## src/rtl/pa_pkg.sv

```systemverilog
// ----------------------------------------------------------------------------
// pa_pkg
// Shared types and constants of the primitive assembler: mode codes, queue
// entry layout and back-end sequencer states.
// ----------------------------------------------------------------------------
package pa_pkg;

    localparam int HANDLE_W     = 16;
    localparam int COUNT_W      = 3;
    localparam int MODE_W       = 3;
    localparam int POS_W        = 16;
    localparam int MAX_RESULTS  = 32;
    localparam int LAST_W       = $clog2(MAX_RESULTS);
    localparam int STORE_AW_MAX = 6;
    localparam int QUEUE_DEPTH  = 4;
    localparam int PADDR_W      = 2;
    localparam int PDATA_W      = 32;

    localparam logic [PADDR_W-1:0] ADDR_MODE = 2'd0;

    typedef enum logic [MODE_W-1:0] {
        PM_POINTS  = 3'd0,
        PM_LINES   = 3'd1,
        PM_TRIS    = 3'd2,
        PM_STRIP   = 3'd3,
        PM_FAN     = 3'd4,
        PM_QUADS   = 3'd5,
        PM_POLYGON = 3'd6,
        PM_NONE    = 3'd7
    } mode_t;

    typedef enum logic [1:0] {
        K_NONE,
        K_PRIM,
        K_POLY
    } kind_t;

    typedef struct packed {
        kind_t                   kind;
        logic                    wr_en;
        logic [STORE_AW_MAX-1:0] wr_addr;
        logic [HANDLE_W-1:0]     handle;
        logic [HANDLE_W-1:0]     a;
        logic [HANDLE_W-1:0]     b;
        logic [HANDLE_W-1:0]     c;
        logic [HANDLE_W-1:0]     d;
        logic [COUNT_W-1:0]      count;
        logic [LAST_W-1:0]       poly_last;
        logic                    poly_ovf;
    } entry_t;

    typedef enum logic [1:0] {
        BK_IDLE,
        BK_RD,
        BK_OUT
    } back_state_t;

endpackage

```

## src/rtl/pa_if.sv

```systemverilog
// ----------------------------------------------------------------------------
// pa_if
// Valid/ready channels of the primitive assembler: vertex beats in,
// primitive beats out.
// ----------------------------------------------------------------------------
interface pa_vtx_if
    import pa_pkg::*;
();
    logic                valid;
    logic                ready;
    logic [HANDLE_W-1:0] vertex_handle;
    logic                end_of_batch;

    modport source (output valid, output vertex_handle, output end_of_batch, input ready);
    modport sink   (input valid, input vertex_handle, input end_of_batch, output ready);
endinterface

interface pa_prim_if
    import pa_pkg::*;
();
    logic                valid;
    logic                ready;
    logic [HANDLE_W-1:0] handle_a;
    logic [HANDLE_W-1:0] handle_b;
    logic [HANDLE_W-1:0] handle_c;
    logic [HANDLE_W-1:0] handle_d;
    logic [COUNT_W-1:0]  vertex_count;
    logic                polygon_part;
    logic                end_of_primitive;
    logic                polygon_overflow;

    modport source (
        output valid, output handle_a, output handle_b, output handle_c,
        output handle_d, output vertex_count, output polygon_part,
        output end_of_primitive, output polygon_overflow, input ready
    );
    modport sink (
        input valid, input handle_a, input handle_b, input handle_c,
        input handle_d, input vertex_count, input polygon_part,
        input end_of_primitive, input polygon_overflow, output ready
    );
endinterface

```

## src/rtl/primitive_assembler.sv

```systemverilog
// ----------------------------------------------------------------------------
// primitive_assembler
// Groups a stream of vertex handles into points, lines, triangles, strips,
// fans, quads or polygon runs according to the mode register.
//
//   port   dir   handshake        beat
//   vtx    in    valid/ready      vertex_handle, end_of_batch
//   prim   out   valid/ready      handle_a..d, vertex_count, flags
//   apb    in    psel/penable     mode register at byte address 0
//
// front takes one vertex per cycle while the four-entry queue has room
// back retires one queue entry per cycle when the output register drains,
// except during a polygon run, which reads each vertex through the
// registered read port of the polygon store; vertices queue up meanwhile
// rst_n clears position, flags, queue and output valid; no clearing pass
// ----------------------------------------------------------------------------
module primitive_assembler
    import pa_pkg::*;
#(
    parameter int POLYGON_DEPTH = 32
) (
    input  logic               clk,
    input  logic               rst_n,
    input  logic               psel,
    input  logic               penable,
    input  logic               pwrite,
    input  logic [PADDR_W-1:0] paddr,
    input  logic [PDATA_W-1:0] pwdata,
    output logic [PDATA_W-1:0] prdata,
    output logic               pready,
    pa_vtx_if.sink             vtx,
    pa_prim_if.source          prim
);

    mode_t  mode_reg;
    logic   push, pop, q_full, q_nonempty;
    entry_t push_entry, head;

    assign pready = 1'b1;
    assign prdata = (paddr == ADDR_MODE) ? PDATA_W'(mode_reg) : '0;

    always_ff @(posedge clk or negedge rst_n)
    begin
        if (!rst_n)
        begin
            mode_reg <= PM_POINTS;
        end
        else if (psel && penable && pwrite && (paddr == ADDR_MODE))
        begin
            mode_reg <= mode_t'(pwdata[MODE_W-1:0]);
        end
    end

    pa_front #(
        .POLYGON_DEPTH (POLYGON_DEPTH)
    ) u_front (
        .clk    (clk),
        .rst_n  (rst_n),
        .mode   (mode_reg),
        .vtx    (vtx),
        .q_full (q_full),
        .push   (push),
        .entry  (push_entry)
    );

    pa_queue u_queue (
        .clk        (clk),
        .rst_n      (rst_n),
        .push       (push),
        .push_entry (push_entry),
        .pop        (pop),
        .full       (q_full),
        .nonempty   (q_nonempty),
        .head       (head)
    );

    pa_back #(
        .POLYGON_DEPTH (POLYGON_DEPTH)
    ) u_back (
        .clk        (clk),
        .rst_n      (rst_n),
        .q_nonempty (q_nonempty),
        .head       (head),
        .pop        (pop),
        .prim       (prim)
    );

    a_count_range: assert property (@(posedge clk) disable iff (!rst_n)
        prim.valid |-> (prim.vertex_count == 3'd1 || prim.vertex_count == 3'd2 ||
                        prim.vertex_count == 3'd3 || prim.vertex_count == 3'd4))
        else $error("vertex_count out of range");

    a_poly_single: assert property (@(posedge clk) disable iff (!rst_n)
        (prim.valid && prim.polygon_part) |->
            (prim.vertex_count == 3'd1 && prim.handle_b == '0 &&
             prim.handle_c == '0 && prim.handle_d == '0))
        else $error("polygon beat carries more than one vertex");

    a_prim_closed: assert property (@(posedge clk) disable iff (!rst_n)
        (prim.valid && !prim.polygon_part) |->
            (prim.end_of_primitive && !prim.polygon_overflow))
        else $error("primitive beat without end flag or with overflow");

    a_no_pop_empty: assert property (@(posedge clk) disable iff (!rst_n)
        pop |-> q_nonempty)
        else $error("queue popped while empty");

endmodule

```

## src/rtl/pa_front.sv

```systemverilog
// ----------------------------------------------------------------------------
// pa_front
// Accepts vertex beats, tracks batch position and recent handles, and turns
// each vertex into one queue entry: a store write (within the store depth)
// plus a primitive, a polygon burst request, or nothing.
// ----------------------------------------------------------------------------
module pa_front
    import pa_pkg::*;
#(
    parameter int POLYGON_DEPTH = 32
) (
    input  logic          clk,
    input  logic          rst_n,
    input  mode_t         mode,
    pa_vtx_if.sink        vtx,
    input  logic          q_full,
    output logic          push,
    output entry_t        entry
);

    localparam int POLY_MAX = (POLYGON_DEPTH < MAX_RESULTS) ? POLYGON_DEPTH : MAX_RESULTS;

    logic [POS_W-1:0]    pos_reg, pos_next;
    logic [1:0]          phase_reg, phase_next;
    logic                ovf_reg, ovf_next;
    logic [HANDLE_W-1:0] anchor_reg, anchor_next;
    logic [HANDLE_W-1:0] r0_reg, r1_reg, r2_reg;
    logic [HANDLE_W-1:0] v;
    logic                beyond;
    logic                accept;

    assign vtx.ready = !q_full;
    assign accept    = vtx.valid && !q_full;
    assign push      = accept;
    assign v         = vtx.vertex_handle;
    assign beyond    = (pos_reg >= POS_W'(POLYGON_DEPTH));

    always_comb
    begin
        entry         = '0;
        entry.kind    = K_NONE;
        entry.wr_en   = !beyond;
        entry.wr_addr = pos_reg[STORE_AW_MAX-1:0];
        entry.handle  = v;
        case (mode)
            PM_POINTS:
            begin
                entry.kind  = K_PRIM;
                entry.a     = v;
                entry.count = 3'd1;
            end
            PM_LINES:
            begin
                if (pos_reg[0])
                begin
                    entry.kind  = K_PRIM;
                    entry.a     = r2_reg;
                    entry.b     = v;
                    entry.count = 3'd2;
                end
            end
            PM_TRIS:
            begin
                if (phase_reg == 2'd2)
                begin
                    entry.kind  = K_PRIM;
                    entry.a     = r1_reg;
                    entry.b     = r2_reg;
                    entry.c     = v;
                    entry.count = 3'd3;
                end
            end
            PM_STRIP:
            begin
                if (pos_reg > POS_W'(1))
                begin
                    entry.kind  = K_PRIM;
                    entry.a     = pos_reg[0] ? r2_reg : r1_reg;
                    entry.b     = pos_reg[0] ? r1_reg : r2_reg;
                    entry.c     = v;
                    entry.count = 3'd3;
                end
            end
            PM_FAN:
            begin
                if (pos_reg > POS_W'(1))
                begin
                    entry.kind  = K_PRIM;
                    entry.a     = anchor_reg;
                    entry.b     = r2_reg;
                    entry.c     = v;
                    entry.count = 3'd3;
                end
            end
            PM_QUADS:
            begin
                if (pos_reg[1:0] == 2'd3)
                begin
                    entry.kind  = K_PRIM;
                    entry.a     = r0_reg;
                    entry.b     = r1_reg;
                    entry.c     = r2_reg;
                    entry.d     = v;
                    entry.count = 3'd4;
                end
            end
            PM_POLYGON:
            begin
                if (vtx.end_of_batch && pos_reg > POS_W'(1))
                begin
                    entry.kind      = K_POLY;
                    entry.poly_ovf  = ovf_reg || (pos_reg >= POS_W'(POLY_MAX));
                    entry.poly_last = (pos_reg >= POS_W'(POLY_MAX)) ?
                                      LAST_W'(POLY_MAX - 1) : pos_reg[LAST_W-1:0];
                end
            end
            default:
            begin
                entry.kind = K_NONE;
            end
        endcase
    end

    always_comb
    begin
        anchor_next = (pos_reg == '0) ? v : anchor_reg;
        if (vtx.end_of_batch)
        begin
            pos_next   = '0;
            phase_next = 2'd0;
            ovf_next   = 1'b0;
        end
        else
        begin
            pos_next   = (pos_reg == {POS_W{1'b1}}) ? (pos_reg - POS_W'(11)) : (pos_reg + 1'b1);
            phase_next = (phase_reg == 2'd2) ? 2'd0 : (phase_reg + 1'b1);
            ovf_next   = ovf_reg || beyond;
        end
    end

    always_ff @(posedge clk or negedge rst_n)
    begin
        if (!rst_n)
        begin
            pos_reg    <= '0;
            phase_reg  <= 2'd0;
            ovf_reg    <= 1'b0;
            anchor_reg <= '0;
            r0_reg     <= '0;
            r1_reg     <= '0;
            r2_reg     <= '0;
        end
        else if (accept)
        begin
            pos_reg    <= pos_next;
            phase_reg  <= phase_next;
            ovf_reg    <= ovf_next;
            anchor_reg <= anchor_next;
            r0_reg     <= r1_reg;
            r1_reg     <= r2_reg;
            r2_reg     <= v;
        end
    end

endmodule

```

## src/rtl/pa_queue.sv

```systemverilog
// ----------------------------------------------------------------------------
// pa_queue
// Small FIFO of classified vertex entries between front and back.
// ----------------------------------------------------------------------------
module pa_queue
    import pa_pkg::*;
(
    input  logic   clk,
    input  logic   rst_n,
    input  logic   push,
    input  entry_t push_entry,
    input  logic   pop,
    output logic   full,
    output logic   nonempty,
    output entry_t head
);

    localparam int QP_W = $clog2(QUEUE_DEPTH);

    entry_t          slot_reg [QUEUE_DEPTH];
    logic [QP_W-1:0] wr_ptr_reg, rd_ptr_reg;
    logic [QP_W:0]   count_reg;

    assign full     = (count_reg == (QP_W+1)'(QUEUE_DEPTH));
    assign nonempty = (count_reg != '0);
    assign head     = slot_reg[rd_ptr_reg];

    always_ff @(posedge clk)
    begin
        if (push)
        begin
            slot_reg[wr_ptr_reg] <= push_entry;
        end
    end

    always_ff @(posedge clk or negedge rst_n)
    begin
        if (!rst_n)
        begin
            wr_ptr_reg <= '0;
            rd_ptr_reg <= '0;
            count_reg  <= '0;
        end
        else
        begin
            if (push)
            begin
                wr_ptr_reg <= wr_ptr_reg + 1'b1;
            end
            if (pop)
            begin
                rd_ptr_reg <= rd_ptr_reg + 1'b1;
            end
            case ({push, pop})
                2'b10:   count_reg <= count_reg + 1'b1;
                2'b01:   count_reg <= count_reg - 1'b1;
                default: count_reg <= count_reg;
            endcase
        end
    end

endmodule

```

## src/rtl/pa_back.sv

```systemverilog
// ----------------------------------------------------------------------------
// pa_back
// Executes queue entries: writes the polygon store, emits primitives and
// runs polygon bursts out of the store into the output register.
// ----------------------------------------------------------------------------
module pa_back
    import pa_pkg::*;
#(
    parameter int POLYGON_DEPTH = 32
) (
    input  logic      clk,
    input  logic      rst_n,
    input  logic      q_nonempty,
    input  entry_t    head,
    output logic      pop,
    pa_prim_if.source prim
);

    localparam int AW = $clog2(POLYGON_DEPTH);

    logic [HANDLE_W-1:0] store_mem [POLYGON_DEPTH];
    logic [HANDLE_W-1:0] rd_data_reg;
    logic [AW-1:0]       rd_addr;
    logic                mem_we;

    back_state_t         state_reg, state_next;
    logic [LAST_W-1:0]   idx_reg, idx_next;
    logic [LAST_W-1:0]   last_reg, last_next;
    logic                povf_reg, povf_next;

    logic                ovld_reg, ovld_next;
    logic                load;
    logic [HANDLE_W-1:0] oa_next, ob_next, oc_next, od_next;
    logic [COUNT_W-1:0]  ocnt_next;
    logic                opart_next, oeop_next, oovf_next;
    logic [HANDLE_W-1:0] oa_reg, ob_reg, oc_reg, od_reg;
    logic [COUNT_W-1:0]  ocnt_reg;
    logic                opart_reg, oeop_reg, oovf_reg;
    logic                slot_free;

    assign slot_free = !ovld_reg || prim.ready;
    assign rd_addr   = AW'(idx_reg);

    always_comb
    begin
        state_next = state_reg;
        idx_next   = idx_reg;
        last_next  = last_reg;
        povf_next  = povf_reg;
        ovld_next  = ovld_reg && !prim.ready;
        load       = 1'b0;
        pop        = 1'b0;
        mem_we     = 1'b0;
        oa_next    = head.a;
        ob_next    = head.b;
        oc_next    = head.c;
        od_next    = head.d;
        ocnt_next  = head.count;
        opart_next = 1'b0;
        oeop_next  = 1'b1;
        oovf_next  = 1'b0;
        case (state_reg)
            BK_IDLE:
            begin
                if (q_nonempty && slot_free)
                begin
                    pop    = 1'b1;
                    mem_we = head.wr_en;
                    case (head.kind)
                        K_PRIM:
                        begin
                            load      = 1'b1;
                            ovld_next = 1'b1;
                        end
                        K_POLY:
                        begin
                            idx_next   = '0;
                            last_next  = head.poly_last;
                            povf_next  = head.poly_ovf;
                            state_next = BK_RD;
                        end
                        default:
                        begin
                            state_next = BK_IDLE;
                        end
                    endcase
                end
            end
            BK_RD:
            begin
                state_next = BK_OUT;
            end
            BK_OUT:
            begin
                oa_next    = rd_data_reg;
                ob_next    = '0;
                oc_next    = '0;
                od_next    = '0;
                ocnt_next  = 3'd1;
                opart_next = 1'b1;
                oeop_next  = (idx_reg == last_reg);
                oovf_next  = povf_reg;
                if (slot_free)
                begin
                    load      = 1'b1;
                    ovld_next = 1'b1;
                    if (idx_reg == last_reg)
                    begin
                        state_next = BK_IDLE;
                    end
                    else
                    begin
                        idx_next   = idx_reg + 1'b1;
                        state_next = BK_RD;
                    end
                end
            end
            default:
            begin
                state_next = BK_IDLE;
            end
        endcase
    end

    always_ff @(posedge clk)
    begin
        if (mem_we)
        begin
            store_mem[AW'(head.wr_addr)] <= head.handle;
        end
        rd_data_reg <= store_mem[rd_addr];
    end

    always_ff @(posedge clk or negedge rst_n)
    begin
        if (!rst_n)
        begin
            state_reg <= BK_IDLE;
            idx_reg   <= '0;
            last_reg  <= '0;
            povf_reg  <= 1'b0;
            ovld_reg  <= 1'b0;
        end
        else
        begin
            state_reg <= state_next;
            idx_reg   <= idx_next;
            last_reg  <= last_next;
            povf_reg  <= povf_next;
            ovld_reg  <= ovld_next;
        end
    end

    always_ff @(posedge clk)
    begin
        if (load)
        begin
            oa_reg    <= oa_next;
            ob_reg    <= ob_next;
            oc_reg    <= oc_next;
            od_reg    <= od_next;
            ocnt_reg  <= ocnt_next;
            opart_reg <= opart_next;
            oeop_reg  <= oeop_next;
            oovf_reg  <= oovf_next;
        end
    end

    assign prim.valid            = ovld_reg;
    assign prim.handle_a         = oa_reg;
    assign prim.handle_b         = ob_reg;
    assign prim.handle_c         = oc_reg;
    assign prim.handle_d         = od_reg;
    assign prim.vertex_count     = ocnt_reg;
    assign prim.polygon_part     = opart_reg;
    assign prim.end_of_primitive = oeop_reg;
    assign prim.polygon_overflow = oovf_reg;

endmodule
```

## src/flat_wrapper.sv

```systemverilog
// flat-port wrapper written by rule: the top's interface ports become plain ports
module primitive_assembler_flat import pa_pkg::*;
#(
    parameter int POLYGON_DEPTH = 32
)
  (clk, rst_n, psel, penable, pwrite, paddr, pwdata, prdata, pready, vtx_valid, vtx_vertex_handle, vtx_end_of_batch, vtx_ready, prim_valid, prim_handle_a, prim_handle_b, prim_handle_c, prim_handle_d, prim_vertex_count, prim_polygon_part, prim_end_of_primitive, prim_polygon_overflow, prim_ready);
  pa_vtx_if vtx_i ();
  pa_prim_if prim_i ();
  input  logic clk;
  input  logic rst_n;
  input  logic psel;
  input  logic penable;
  input  logic pwrite;
  input  logic [PADDR_W-1:0] paddr;
  input  logic [PDATA_W-1:0] pwdata;
  output logic [PDATA_W-1:0] prdata;
  output logic pready;
  input wire logic [$bits(vtx_i.valid)-1:0] vtx_valid;
  input wire logic [$bits(vtx_i.vertex_handle)-1:0] vtx_vertex_handle;
  input wire logic [$bits(vtx_i.end_of_batch)-1:0] vtx_end_of_batch;
  output wire logic [$bits(vtx_i.ready)-1:0] vtx_ready;
  output wire logic [$bits(prim_i.valid)-1:0] prim_valid;
  output wire logic [$bits(prim_i.handle_a)-1:0] prim_handle_a;
  output wire logic [$bits(prim_i.handle_b)-1:0] prim_handle_b;
  output wire logic [$bits(prim_i.handle_c)-1:0] prim_handle_c;
  output wire logic [$bits(prim_i.handle_d)-1:0] prim_handle_d;
  output wire logic [$bits(prim_i.vertex_count)-1:0] prim_vertex_count;
  output wire logic [$bits(prim_i.polygon_part)-1:0] prim_polygon_part;
  output wire logic [$bits(prim_i.end_of_primitive)-1:0] prim_end_of_primitive;
  output wire logic [$bits(prim_i.polygon_overflow)-1:0] prim_polygon_overflow;
  input wire logic [$bits(prim_i.ready)-1:0] prim_ready;
  assign vtx_i.valid = vtx_valid;
  assign vtx_i.vertex_handle = vtx_vertex_handle;
  assign vtx_i.end_of_batch = vtx_end_of_batch;
  assign vtx_ready = vtx_i.ready;
  assign prim_valid = prim_i.valid;
  assign prim_handle_a = prim_i.handle_a;
  assign prim_handle_b = prim_i.handle_b;
  assign prim_handle_c = prim_i.handle_c;
  assign prim_handle_d = prim_i.handle_d;
  assign prim_vertex_count = prim_i.vertex_count;
  assign prim_polygon_part = prim_i.polygon_part;
  assign prim_end_of_primitive = prim_i.end_of_primitive;
  assign prim_polygon_overflow = prim_i.polygon_overflow;
  assign prim_i.ready = prim_ready;
  primitive_assembler #(.POLYGON_DEPTH(POLYGON_DEPTH)) u_core (.clk(clk), .rst_n(rst_n), .psel(psel), .penable(penable), .pwrite(pwrite), .paddr(paddr), .pwdata(pwdata), .prdata(prdata), .pready(pready), .vtx(vtx_i), .prim(prim_i));
endmodule
```

## config.mk

```make
export PLATFORM = sky130hd
export DESIGN_NAME = primitive_assembler_flat
export DESIGN_NICKNAME = d
export VERILOG_FILES = /design/src/rtl/pa_pkg.sv /design/src/rtl/pa_if.sv /design/src/rtl/primitive_assembler.sv /design/src/rtl/pa_front.sv /design/src/rtl/pa_queue.sv /design/src/rtl/pa_back.sv /design/src/flat_wrapper.sv
export SDC_FILE = /design/constraint.sdc
export NUM_CORES = 1
export LEC_CHECK = 0
export BUFFER_PORTS_ARGS = -buffer_cell sky130_fd_sc_hd__buf_2
export CELL_PAD_IN_SITES_DETAIL_PLACEMENT = 2
export CELL_PAD_IN_SITES_GLOBAL_PLACEMENT = 2
export CORE_ASPECT_RATIO = 0.7
export CORE_MARGIN = 2
export CORE_UTILIZATION = 52
export DETAILED_ROUTE_END_ITERATION = 8
export GPL_TIMING_DRIVEN = 0
export HOLD_SLACK_MARGIN = 0.08
export PLACE_DENSITY = 0.92
export SETUP_SLACK_MARGIN = 0.05
export SYNTH_ARGS = -nofsm -noshare
export SYNTH_HDL_FRONTEND = slang
export SYNTH_SLANG_ARGS = --single-unit
```

## constraint.sdc

```tcl
create_clock -name clk -period 9.1 [get_ports clk]
set_input_delay 0.91 -clock clk [delete_from_list [all_inputs] [get_ports clk]]
set_output_delay 0.91 -clock clk [all_outputs]
set_load 0.005 [all_outputs]
```

==> impl_metrics.env, run 1 <==
export IMPL_status="stopped before the end"
export IMPL_stop_stage="detailed placement (3_5_place_dp)"
export IMPL_tool_error="[ERROR DPL-0033] detailed placement checks failed during check placement."
export IMPL_io_pins=163
export IMPL_ys_ff_latch=1093
export IMPL_yosys_area_share_simple=0.0427
export IMPL_synth_cell_type_count=60
export IMPL_place_hpwl_um=126000
export IMPL_synth_mux_area_frac=0.150
export IMPL_syn_instance_count=2183
export IMPL_yosys_warnings=0
export IMPL_synthArstFlopShare=0.0979
export IMPL_synthAdderAreaFrac=0.00657
export IMPL_place_gp_congestion=0.889
export IMPL_synth_top_family_by_area="multiplexers"
export IMPL_die_w_um=348
export IMPL_seq_area_frac_synth=0.747
export IMPL_synth_xor_area_frac=0.00529
export IMPL_syn_area_um2=43000
export IMPL_ys_flop_type="edfxtp_1"
export IMPL_initial_utilization=0.524
export IMPL_synth_edf_count=970
export IMPL_row_count=88
export IMPL_synth_compound_area_share=0.0280
export IMPL_synth_area_per_cell_um2=19.7
export IMPL_io_buffers=103
export IMPL_die_y_um=245
kinds of logic after synthesis:
kind of cell	Yosys count
flip-flops	1093
AND/OR/NAND/NOR	383
multiplexers	316
buffers and inverters	175
AO/OA/AOI/OAI	166
XOR/XNOR	26
adder cells (fa/ha/maj)	22
other	2
synthesized netlist by cell type (all sizes together), types with 8 or more instances:
master / number / area share
buf: 71 / 0.011
nor2: 56 / 0.0049
a21oi: 31 / 0.0036
mux4: 257 / 0.13
a222oi: 17 / 0.0040
xnor2: 16 / 0.0033
ha: 21 / 0.0061
clkbuf: 72 / 0.0063
nand2: 191 / 0.017
nand4: 9 / 0.0013
a22o: 33 / 0.0067
dfrtp: 107 / 0.062
nor2b: 56 / 0.0081
and2: 24 / 0.0035
xor2: 10 / 0.0020
nand3: 10 / 0.0013
o21ai: 24 / 0.0031
dfxtp: 16 / 0.0074
inv: 32 / 0.0028
mux2: 58 / 0.015
o211ai: 15 / 0.0026
a21o: 8 / 0.0014
edfxtp: 970 / 0.68
a22oi: 16 / 0.0028
stage by stage:
| step | hold WS, ps | instance area [um2] |
|---|---|---|
| after floorplan | 447 | 43100 |
| after global placement | 460 | 45000 |
==> inputs of run 2 (changes only) <==
--- a/config.mk
+++ b/config.mk
@@ -6,16 +6,11 @@
 export NUM_CORES = 1
 export LEC_CHECK = 0
 export BUFFER_PORTS_ARGS = -buffer_cell sky130_fd_sc_hd__buf_2
-export CELL_PAD_IN_SITES_DETAIL_PLACEMENT = 2
-export CELL_PAD_IN_SITES_GLOBAL_PLACEMENT = 2
-export CORE_ASPECT_RATIO = 0.7
 export CORE_MARGIN = 2
-export CORE_UTILIZATION = 52
+export CORE_UTILIZATION = 40
 export DETAILED_ROUTE_END_ITERATION = 8
 export GPL_TIMING_DRIVEN = 0
-export HOLD_SLACK_MARGIN = 0.08
-export PLACE_DENSITY = 0.92
-export SETUP_SLACK_MARGIN = 0.05
+export PLACE_DENSITY_LB_ADDON = 0.15
 export SYNTH_ARGS = -nofsm -noshare
 export SYNTH_HDL_FRONTEND = slang
 export SYNTH_SLANG_ARGS = --single-unit
==> run 2 against run 1 <==
  * The flow now finishes without violations
  * Synthesized area stayed put
  * Synthesized cell count stayed put
==> impl_metrics.env, run 2 <==
export IMPL_coreArea_um2=107000
export IMPL_ctsResizeCount=0
export IMPL_worstMarginPinSlew_ps=1370
export IMPL_drv_slew=0
export IMPL_peakVddDrop_uv=273
export IMPL_fin_nets=2550
export IMPL_synthArstFlopShare=0.0979
export IMPL_synth_most_common_cell="edfxtp_1"
export IMPL_fin_area_um2=50200
export IMPL_drt_first_pass_iters=6
export IMPL_yosys_area_share_simple=0.0427
export IMPL_endpoint="u_core.u_front.pos_reg[14]"
export IMPL_io_pins=163
export IMPL_ctsLongestPathBuffers=3
export IMPL_clock_latency_ps=700
export IMPL_row_count=120
export IMPL_dieArea_um2=110000
export IMPL_wl_um=102000
export IMPL_synth_xor_area_frac=0.00529
export IMPL_maxCapViolCount=0
export IMPL_layout_commonest_cell="edfxtp_1"
export IMPL_clk_pin_slew_worst_paths_ps=60
export IMPL_timing_fmax_mhz=252
export IMPL_register_area_um2=32100
export IMPL_die_y_um=332
export IMPL_hold_violations=0
export IMPL_synth_area_leaders="edfxtp_1 (68%), mux4_2 (13%), dfrtp_1 (6.2%)"
export IMPL_crit_required_ps=9640
export IMPL_ys_flop_type="edfxtp_1"
export IMPL_root_buffer="clkbuf_16"
export IMPL_synthAdderAreaFrac=0.00657
export IMPL_cts_made_buffers=115
export IMPL_r2r_end="u_core.u_front.pos_reg[14]"
export IMPL_power_density_nw_per_um2=338
export IMPL_syn_instance_count=2183
export IMPL_drc=0
export IMPL_grt_pass1_wl_um=151000
export IMPL_worstSetupStartpointType="flop"
export IMPL_whs_ps=93.5
export IMPL_critical_path_class="flop to flop"
export IMPL_synth_compound_area_share=0.0280
export IMPL_setup_worst_path_end_class="flop"
export IMPL_final_layout_size_suffix_gt1_frac=0.284
export IMPL_setup_violations_final=0
export IMPL_ff2ff_path_depth=12
export IMPL_fillers=8952
export IMPL_dp_cells=3756
export IMPL_synth_cell_type_count=60
export IMPL_syn_area_um2=43000
export IMPL_area_growth_pct=16.8
export IMPL_htree_levels=3
export IMPL_holdBufCountCts=0
export IMPL_ant_nets=0
export IMPL_period_needed_ps=3970
export IMPL_wire_per_inst_um=25.7
export IMPL_period_share=0.436
export IMPL_min_path_type="input pin to asynchronous set/reset pin"
export IMPL_track_usage=0.187
export IMPL_worst_clock_skew_ps=27.1
export IMPL_yosys_warnings=0
export IMPL_cts_tree="yes"
export IMPL_r2r_start="u_core.u_front.pos_reg[0]"
export IMPL_grt_max_degree=82
export IMPL_vias_per_cell=5.39
export IMPL_grt_pass1_vias=22100
export IMPL_cellLeakagePower_nw=17.0
export IMPL_path_max_fanout=12
export IMPL_final_cell_count_no_fill=3977
export IMPL_place_hpwl_um=68700
export IMPL_vias=21500
export IMPL_critical_path_arrival_ps=4510
export IMPL_cts_setup_buffers=0
export IMPL_rsz0062_at_grt="false"
export IMPL_synth_top_family_by_area="multiplexers"
export IMPL_final_cell_mix="edfxtp_1 (970), mux4_2 (257), nand2_1 (191)"
export IMPL_place_area_um2=46200
export IMPL_seq_area_frac_synth=0.747
export IMPL_synth_area_leader_cell="edfxtp_1"
export IMPL_overflow=0
export IMPL_initial_utilization=0.402
export IMPL_startpoint="u_core.u_front.pos_reg[0]"
export IMPL_synth_area_per_cell_um2=19.7
export IMPL_ff2ff_setup_slack_ps=5130
export IMPL_ys_ff_latch=1093
export IMPL_largest_reg_flops=512
export IMPL_status="finished clean"
export IMPL_dr_first_iter_drc_count=1977
export IMPL_clock_sinks=1093
export IMPL_antenna_found_initial=7
export IMPL_synth_mux_area_frac=0.150
export IMPL_finalSetupTns_ps=0
export IMPL_yosysTopAreaCellShare=0.677
export IMPL_io_buffers=103
export IMPL_place_gp_congestion=0.847
export IMPL_max_slew_margin=0.0890
export IMPL_yosys_top_cells_count="edfxtp_1 (970), mux4_2 (257), nand2_1 (191)"
export IMPL_synth_edf_count=970
export IMPL_die_w_um=332
export IMPL_multi_input_area_um2=10200
==> run 2: cell families after synthesis <==
| family | count (synthesis) |
|---|---|
| AOI/OAI and AO/OA | 166 |
| buffers and inverters | 175 |
| xor gates and xnor gates | 26 |
| DFF | 1093 |
| adders and majority gates | 22 |
| and+or+nand+nor | 383 |
| muxes | 316 |
| other | 2 |
==> run 2: power by group <==
part / total [mW] / leakage [nW] / switching (mW) / internal, mW
combinational: 4.61 / 4.68 / 2.90 / 1.71
clock: 4.86 / 1.92 / 1.95 / 2.91
sequential: 7.52 / 10.4 / 0.362 / 7.16
==> run 2: worst min-delay path by stage <==
| stage | from | end | slack [ps] | cells past startpoint |
|---|---|---|---|---|
| after detailed placement | u_core.u_front.r0_reg[9] | u_core.u_front.r0_reg[9] | 460 | 2 |
| final | rst_n | u_core.u_front.r2_reg[9] | 90 | 1 |
| after CTS | rst_n | u_core.u_front.r2_reg[9] | 40 | 1 |
| after global placement | u_core.u_front.r0_reg[9] | u_core.u_front.r0_reg[9] | 460 | 2 |
| after floorplan | u_core.u_front.r0_reg[15] | u_core.u_front.r0_reg[15] | 450 | 2 |
| after global routing | rst_n | u_core.u_front.r2_reg[9] | 60 | 1 |
==> run 2: metal layers <==
metal  GRT usage  share of wire  up-vias
met5           0        0.00020        -
met4      0.0580          0.030        4
met3      0.0279          0.051      159
met2       0.305           0.48      622
met1       0.260           0.43    11400
li1            -              -     9319
==> run 2: layout make-up <==
| cell class | instances | area share |
|---|---|---|
| clock buffer | 147 | 0.0619 |
| sequential | 1093 | 0.640 |
| multi-input combinational | 943 | 0.204 |
| timing repair buffer | 142 | 0.0244 |
| inverter | 32 | 0.00239 |
| tap | 1403 | 0.0350 |
| clock inverter | 68 | 0.0175 |
| antenna | 6 | 0.000299 |
| buffer | 143 | 0.0149 |
==> run 2: per-stage QoR <==
stage               power [mW]  setup slack [ps]  utilization
floorplan                 10.2              3680            -
global placement          12.1               623        0.425
detailed placement        12.3              4810        0.432
CTS                       17.2              5030        0.470
global route              17.7              4740        0.470
finish                    17.0              5130        0.470
==> run 2: worst max-delay path, stage by stage (launching register included) <==
cell,delay (ps)
dfrtp_1,630
ha_1,350
nand4_1,140
nor4_2,600
buf_4,300
ha_1,210
a21o_1,170
a41oi_1,160
o41ai_1,770
nor3_1,130
nor2_1,170
xnor2_1,130
o21ai_1,70
Note: power is estimated with default switching activity, not from simulation.
==> inputs of run 3 (changes only) <==
==> constraint.sdc (replaced) <==
create_clock -name clk -period 3.2 [get_ports clk]
set_input_delay 0.32 -clock clk [delete_from_list [all_inputs] [get_ports clk]]
set_output_delay 0.32 -clock clk [all_outputs]
set_load 0.005 [all_outputs]
==> run 3 against run 2 <==
  * Maximum frequency is 26% higher
  * Final cell count is 1.0% higher
  * Sequential share of layout area is 0.57 points lower
  * Flip-flop and latch count stayed put
  * Critical endpoint is now u_core.u_back.rd_data_reg[6]
==> impl_metrics.env, run 3 (synthesis results as in run 2) <==
export IMPL_fillers=8918
export IMPL_ff2ff_path_depth=6
export IMPL_overflow=0
export IMPL_cp_slowest_cell="mux4_2"
export IMPL_peakVddDrop_uv=846
export IMPL_grt_pass1_vias=22300
export IMPL_drv_slew=0
export IMPL_min_path_type="input pin to asynchronous set/reset pin"
export IMPL_wire_per_inst_um=27.5
export IMPL_ctsLongestPathBuffers=3
export IMPL_dieArea_um2=110000
export IMPL_setup_worst_path_end_class="flop"
export IMPL_worstMarginPinSlew_ps=1100
export IMPL_critical_path_arrival_ps=3720
export IMPL_drt_first_pass_iters=6
export IMPL_vias=22200
export IMPL_area_growth_pct=17.8
export IMPL_grt_max_degree=82
export IMPL_place_area_um2=46200
export IMPL_rsz0062_at_grt="false"
export IMPL_dr_first_iter_drc_count=2024
export IMPL_power_density_nw_per_um2=959
export IMPL_htree_levels=3
export IMPL_layout_commonest_cell="edfxtp_1"
export IMPL_vias_per_cell=5.51
export IMPL_max_slew_margin=0.261
export IMPL_ff2ff_setup_slack_ps=60
export IMPL_place_gp_congestion=0.839
export IMPL_root_buffer="clkbuf_16"
export IMPL_ant_nets=0
export IMPL_die_y_um=332
export IMPL_io_pins=163
export IMPL_final_cell_mix="edfxtp_1 (970), mux4_2 (266), nand2_1 (190)"
export IMPL_die_w_um=332
export IMPL_final_layout_size_suffix_gt1_frac=0.296
export IMPL_antenna_found_initial=14
export IMPL_worst_clock_skew_ps=27.7
export IMPL_path_max_fanout=10
export IMPL_maxCapViolCount=0
export IMPL_fin_area_um2=50700
export IMPL_period_needed_ps=3140
export IMPL_setup_violations_final=0
export IMPL_max_stage_delay_ps=610
export IMPL_crit_path_frequent_cell="mux4_2"
export IMPL_track_usage=0.199
export IMPL_crit_required_ps=3780
export IMPL_timing_fmax_mhz=318
export IMPL_wl_um=111000
export IMPL_final_core_util=0.474
export IMPL_worstSetupStartpointType="flop"
export IMPL_place_hpwl_um=68500
export IMPL_clock_latency_ps=710
export IMPL_drc=0
export IMPL_coreArea_um2=107000
export IMPL_clk_pin_slew_worst_paths_ps=60
export IMPL_largest_reg_flops=512
export IMPL_row_count=120
export IMPL_r2r_start="u_core.u_back.idx_reg[1]"
export IMPL_clock_sinks=1093
export IMPL_period_share=0.982
export IMPL_io_buffers=103
export IMPL_initial_utilization=0.402
export IMPL_status="finished clean"
export IMPL_cts_made_buffers=113
export IMPL_cellLeakagePower_nw=17.2
export IMPL_grt_pass1_wl_um=159000
export IMPL_hold_violations=0
export IMPL_critical_path_class="flop to flop"
export IMPL_fin_nets=2591
export IMPL_r2r_end="u_core.u_back.rd_data_reg[6]"
export IMPL_worstPathCellList="clkbuf_1 > buf_2 > clkbuf_2 > mux4_2 > mux4_2 > mux2_2"
export IMPL_cts_tree="yes"
-- run 3: cell count changes in the layout (fill, tap and decap cells not counted), moves of 6 or more --
| cell | delta |
|---|---|
| clkinv_4 | -6 |
| clkinvlp_4 | -9 |
| clkinv_1 | +11 |
| mux4_2 | +9 |
| clkinv_2 | +12 |
| nor2_2 | -10 |
| dlygate4sd3_1 | +17 |
| nor2_4 | +10 |
| buf_4 | +15 |
| clkbuf_1 | -16 |
| clkbuf_2 | +11 |
-- run 3: timing repair --
item	CTS	global route
setup buffers	8	8
cloned	9	1
endpoints found under the setup margin	1010	438
hold buffers	17	0
resized for setup	33	26
hold endpoints to repair	151	0
pin swaps	4	5
-- run 3: metal layers --
layer / GRT usage / routed length, um / vias to the layer above
li1: - / - / 9433
met1: 0.278 / 47000 / 11800
met2: 0.314 / 51800 / 793
met3: 0.0363 / 7640 / 167
met4: 0.0759 / 4090 / 4
met5: 0 / 21 / -
-- run 3: worst max path at each step --
stage                                     from                                 end  depth (start not counted)
floorplan            u_core.u_front.pos_reg[0]          u_core.u_front.pos_reg[12]                         11
global placement    u_core.u_back.state_reg[1]  u_core.u_back.prim.vertex_count[1]                          4
detailed placement   u_core.u_front.pos_reg[0]          u_core.u_front.pos_reg[12]                         11
CTS                   u_core.u_back.idx_reg[1]       u_core.u_back.rd_data_reg[12]                          6
global route         u_core.u_front.pos_reg[3]          u_core.u_front.pos_reg[13]                         13
finish                u_core.u_back.idx_reg[1]        u_core.u_back.rd_data_reg[6]                          6
-- run 3: worst max-delay path, delay by kind of cell (launching register included) --
family	cells	cell delay, ps
multiplexers	3	1370
flip-flops	1	350
buffers and inverters	3	1270
-- run 3: area by class of cell --
| class | instances | area [um2] | area share |
|---|---|---|---|
| clock inverters | 69 | 716 | 0.0141 |
| plain buffers | 142 | 788 | 0.0156 |
| repair buffers | 176 | 1540 | 0.0303 |
| clock buffers | 144 | 3070 | 0.0605 |
| flip-flops and latches | 1093 | 32100 | 0.634 |
| multi-input cells | 953 | 10500 | 0.208 |
| diodes | 6 | 15.0 | 0.000296 |
| well taps | 1403 | 1760 | 0.0346 |
| inverters | 32 | 120 | 0.00237 |
-- run 3: metrics by stage --
step	instances	TNS (ps)	power, mW	hold slack (ps)	setup WS, ps
2_1_floorplan	2211	0	29.0	24.4	54.9
3_3_place_gp	3717	-830960	34.2	460	-1300
3_5_place_dp	3757	-336960	34.9	213	-765
4_1_cts	4004	0	48.9	0.307	8.18
5_1_grt	4014	0	50.6	36.3	1.20
6_report	4018	0	48.6	53.8	56.8
-- run 3: report_power, final --
group / leakage, nW / total (mW) / switching (mW) / internal [mW]
Sequential: 10.4 / 21.5 / 1.17 / 20.4
Clock: 1.86 / 13.3 / 5.50 / 7.75
Combinational: 5.00 / 13.8 / 8.69 / 5.11
Total: 17.2 / 48.6 / 15.4 / 33.2
==> inputs of run 4 (changes only) <==
--- a/config.mk
+++ b/config.mk
@@ -9,7 +9,6 @@
 export CORE_MARGIN = 2
 export CORE_UTILIZATION = 40
 export DETAILED_ROUTE_END_ITERATION = 8
-export GPL_TIMING_DRIVEN = 0
 export PLACE_DENSITY_LB_ADDON = 0.15
 export SYNTH_ARGS = -nofsm -noshare
 export SYNTH_HDL_FRONTEND = slang
==> run 4 against run 3 <==
  * Setup slack better by 160 ps
  * Final cell count down 2.7%
  * Non-clock buffer count down 91
  * Hold slack worse by 2.0 ps
  * Clock skew down 11 ps
  * Sequential power about the same
  * Total power down 3.3%
  * Via count down 4.6%
  * Maximum frequency up 5.4%
  * Largest power group unchanged
==> impl_metrics.env, run 4 (synthesis results as in run 2) <==
export IMPL_finalSetupTns_ps=0
export IMPL_switching_share=0.297
export IMPL_grt_max_degree=71
export IMPL_register_area_um2=32100
export IMPL_initial_utilization=0.402
export IMPL_cts_made_buffers=110
export IMPL_p_comb_frac=0.256
export IMPL_status="finished clean"
export IMPL_drc=0
export IMPL_rsz0062_at_grt="false"
export IMPL_wire_per_inst_um=25.6
export IMPL_cts_tree="yes"
export IMPL_drt_first_pass_iters=7
export IMPL_max_slew_margin=0.389
export IMPL_switchingPower_mw=14.0
export IMPL_worstPathCellList="nor4_2 > nand3_2 > nor4_4 > o21ai_1 > a21o_1 > a222oi_1 > inv_1"
export IMPL_post_place_ws_ps=-25.8
export IMPL_clock_sinks=1093
export IMPL_peakVddDrop_uv=622
export IMPL_intPower_mw=33.0
export IMPL_grt_pass1_vias=22400
export IMPL_vias=21100
export IMPL_worst_clock_skew_ps=16.8
export IMPL_hold_violations=0
export IMPL_path_max_fanout=16
export IMPL_antenna_found_initial=7
export IMPL_setup_slack_ps=219
export IMPL_cp_slowest_cell="a222oi_1"
export IMPL_fin_nets=2487
export IMPL_clk_pin_slew_worst_paths_ps=60
export IMPL_overflow=0
export IMPL_layout_commonest_cell="edfxtp_1"
export IMPL_io_buffers=103
export IMPL_critical_path_arrival_ps=3370
export IMPL_area_growth_pct=15.8
export IMPL_cellLeakagePower_nw=16.9
export IMPL_whs_ps=51.9
export IMPL_drv_slew=0
export IMPL_final_cell_count_no_fill=3909
export IMPL_htree_levels=3
export IMPL_coreArea_um2=107000
export IMPL_ant_nets=0
export IMPL_fillers=8978
export IMPL_ctsLongestPathBuffers=3
export IMPL_io_pins=163
export IMPL_timing_fmax_mhz=335
export IMPL_dieArea_um2=110000
export IMPL_fin_area_um2=49800
export IMPL_totalPowerFinal_mw=47.0
export IMPL_final_core_util=0.466
export IMPL_max_stage_delay_ps=590
export IMPL_period_needed_ps=2980
export IMPL_dr_first_iter_drc_count=1621
export IMPL_clock_latency_ps=680
export IMPL_multi_input_area_um2=10200
export IMPL_vias_per_cell=5.41
export IMPL_row_count=120
export IMPL_setup_violations_final=0
export IMPL_power_density_nw_per_um2=944
export IMPL_largest_reg_flops=512
export IMPL_grt_pass1_wl_um=150000
export IMPL_final_layout_size_suffix_gt1_frac=0.288
export IMPL_worstMarginPinSlew_ps=917
export IMPL_crit_required_ps=3590
export IMPL_die_y_um=332
export IMPL_place_hpwl_um=61200
export IMPL_clockPowerShare=0.284
export IMPL_die_w_um=332
export IMPL_worstSetupStartpointType="flop"
export IMPL_final_cell_mix="edfxtp_1 (970), mux4_2 (257), nand2_1 (191)"
export IMPL_root_buffer="clkbuf_16"
export IMPL_place_gp_congestion=0.779
export IMPL_place_area_um2=45900
export IMPL_setup_worst_path_end_class="flop"
export IMPL_period_share=0.932
export IMPL_wl_um=100000
export IMPL_track_usage=0.183
export IMPL_critical_path_class="flop to flop"
export IMPL_maxCapViolCount=0
export IMPL_min_path_type="input pin to flop"
export IMPL_dp_cells=3688
export IMPL_pwr_share_seq=0.461
export IMPL_cts_setup_buffers=0
-- run 4: cell types whose count changed in the layout (fill, tap and decap cells not counted), moves of 15 or more --
cell      change
buf_4        +42
clkbuf_1     -62
nor2_2       -22
buf_6        -15
buf_8        -24
buf_2        -22
nor2_1       +32
buf_12       +18
-- run 4: path summary, 6_finish.rpt --
kind                       slack (ps)  depth (start not counted)                        from                              to
setup / recovery                  220                          7  u_core.u_front.pos_reg[10]  u_core.u_queue.slot_reg[3][41]
hold reg to reg                   480                          2   u_core.u_front.r0_reg[12]       u_core.u_front.r0_reg[12]
hold / removal                     50                          3       vtx_vertex_handle[12]       u_core.u_front.r2_reg[12]
min in group asynchronous         240                          2                       rst_n        u_core.u_front.r0_reg[7]
max in group asynchronous        2180                          3                       rst_n        u_core.u_back.idx_reg[1]
setup reg to reg                  220                          7  u_core.u_front.pos_reg[10]  u_core.u_queue.slot_reg[3][41]
-- run 4: repair_timing --
| item | in CTS | in global routing |
|---|---|---|
| resized for setup | 1 | 0 |
| cloned | 0 | 0 |
| pin swaps | 0 | 1 |
| hold buffers | 10 | 0 |
| setup endpoints to repair | 1 | 1 |
| hold endpoints to repair | 61 | 0 |
-- run 4: layout make-up --
| class | count | share of cell area |
|---|---|---|
| Multi-Input combinational cell | 943 | 0.205 |
| Tap cell | 1403 | 0.0353 |
| Sequential cell | 1093 | 0.646 |
| Antenna cell | 2 | 0.000101 |
| Clock buffer | 134 | 0.0596 |
| Inverter | 32 | 0.00241 |
| Clock inverter | 75 | 0.0164 |
| Timing Repair Buffer | 227 | 0.0359 |
-- run 4: power groups by stage --
stage / Clock [mW] / Combinational, mW / Sequential [mW]
floorplan: 0 / 7.67 / 21.4
global placement: 0 / 12.1 / 21.8
detailed placement: 0 / 12.3 / 21.9
CTS: 13.6 / 12.4 / 21.7
global route: 14.1 / 13.1 / 21.9
finish: 13.3 / 12.0 / 21.6
-- run 4: layer usage --
metal / vias to the layer above / wire, um / track usage
li1: 9153 / - / -
met1: 11300 / 44000 / 0.254
met2: 583 / 48800 / 0.302
met3: 150 / 4860 / 0.0300
met4: 0 / 2380 / 0.0475
met5: - / 0 / 0
-- run 4: critical path: cells and delay by family (launching register included) --
family,cells,cell delay (ps)
buffers and inverters,1,170
DFF,1,430
and+or+nand+nor,3,830
AOI/OAI and AO/OA,3,1250
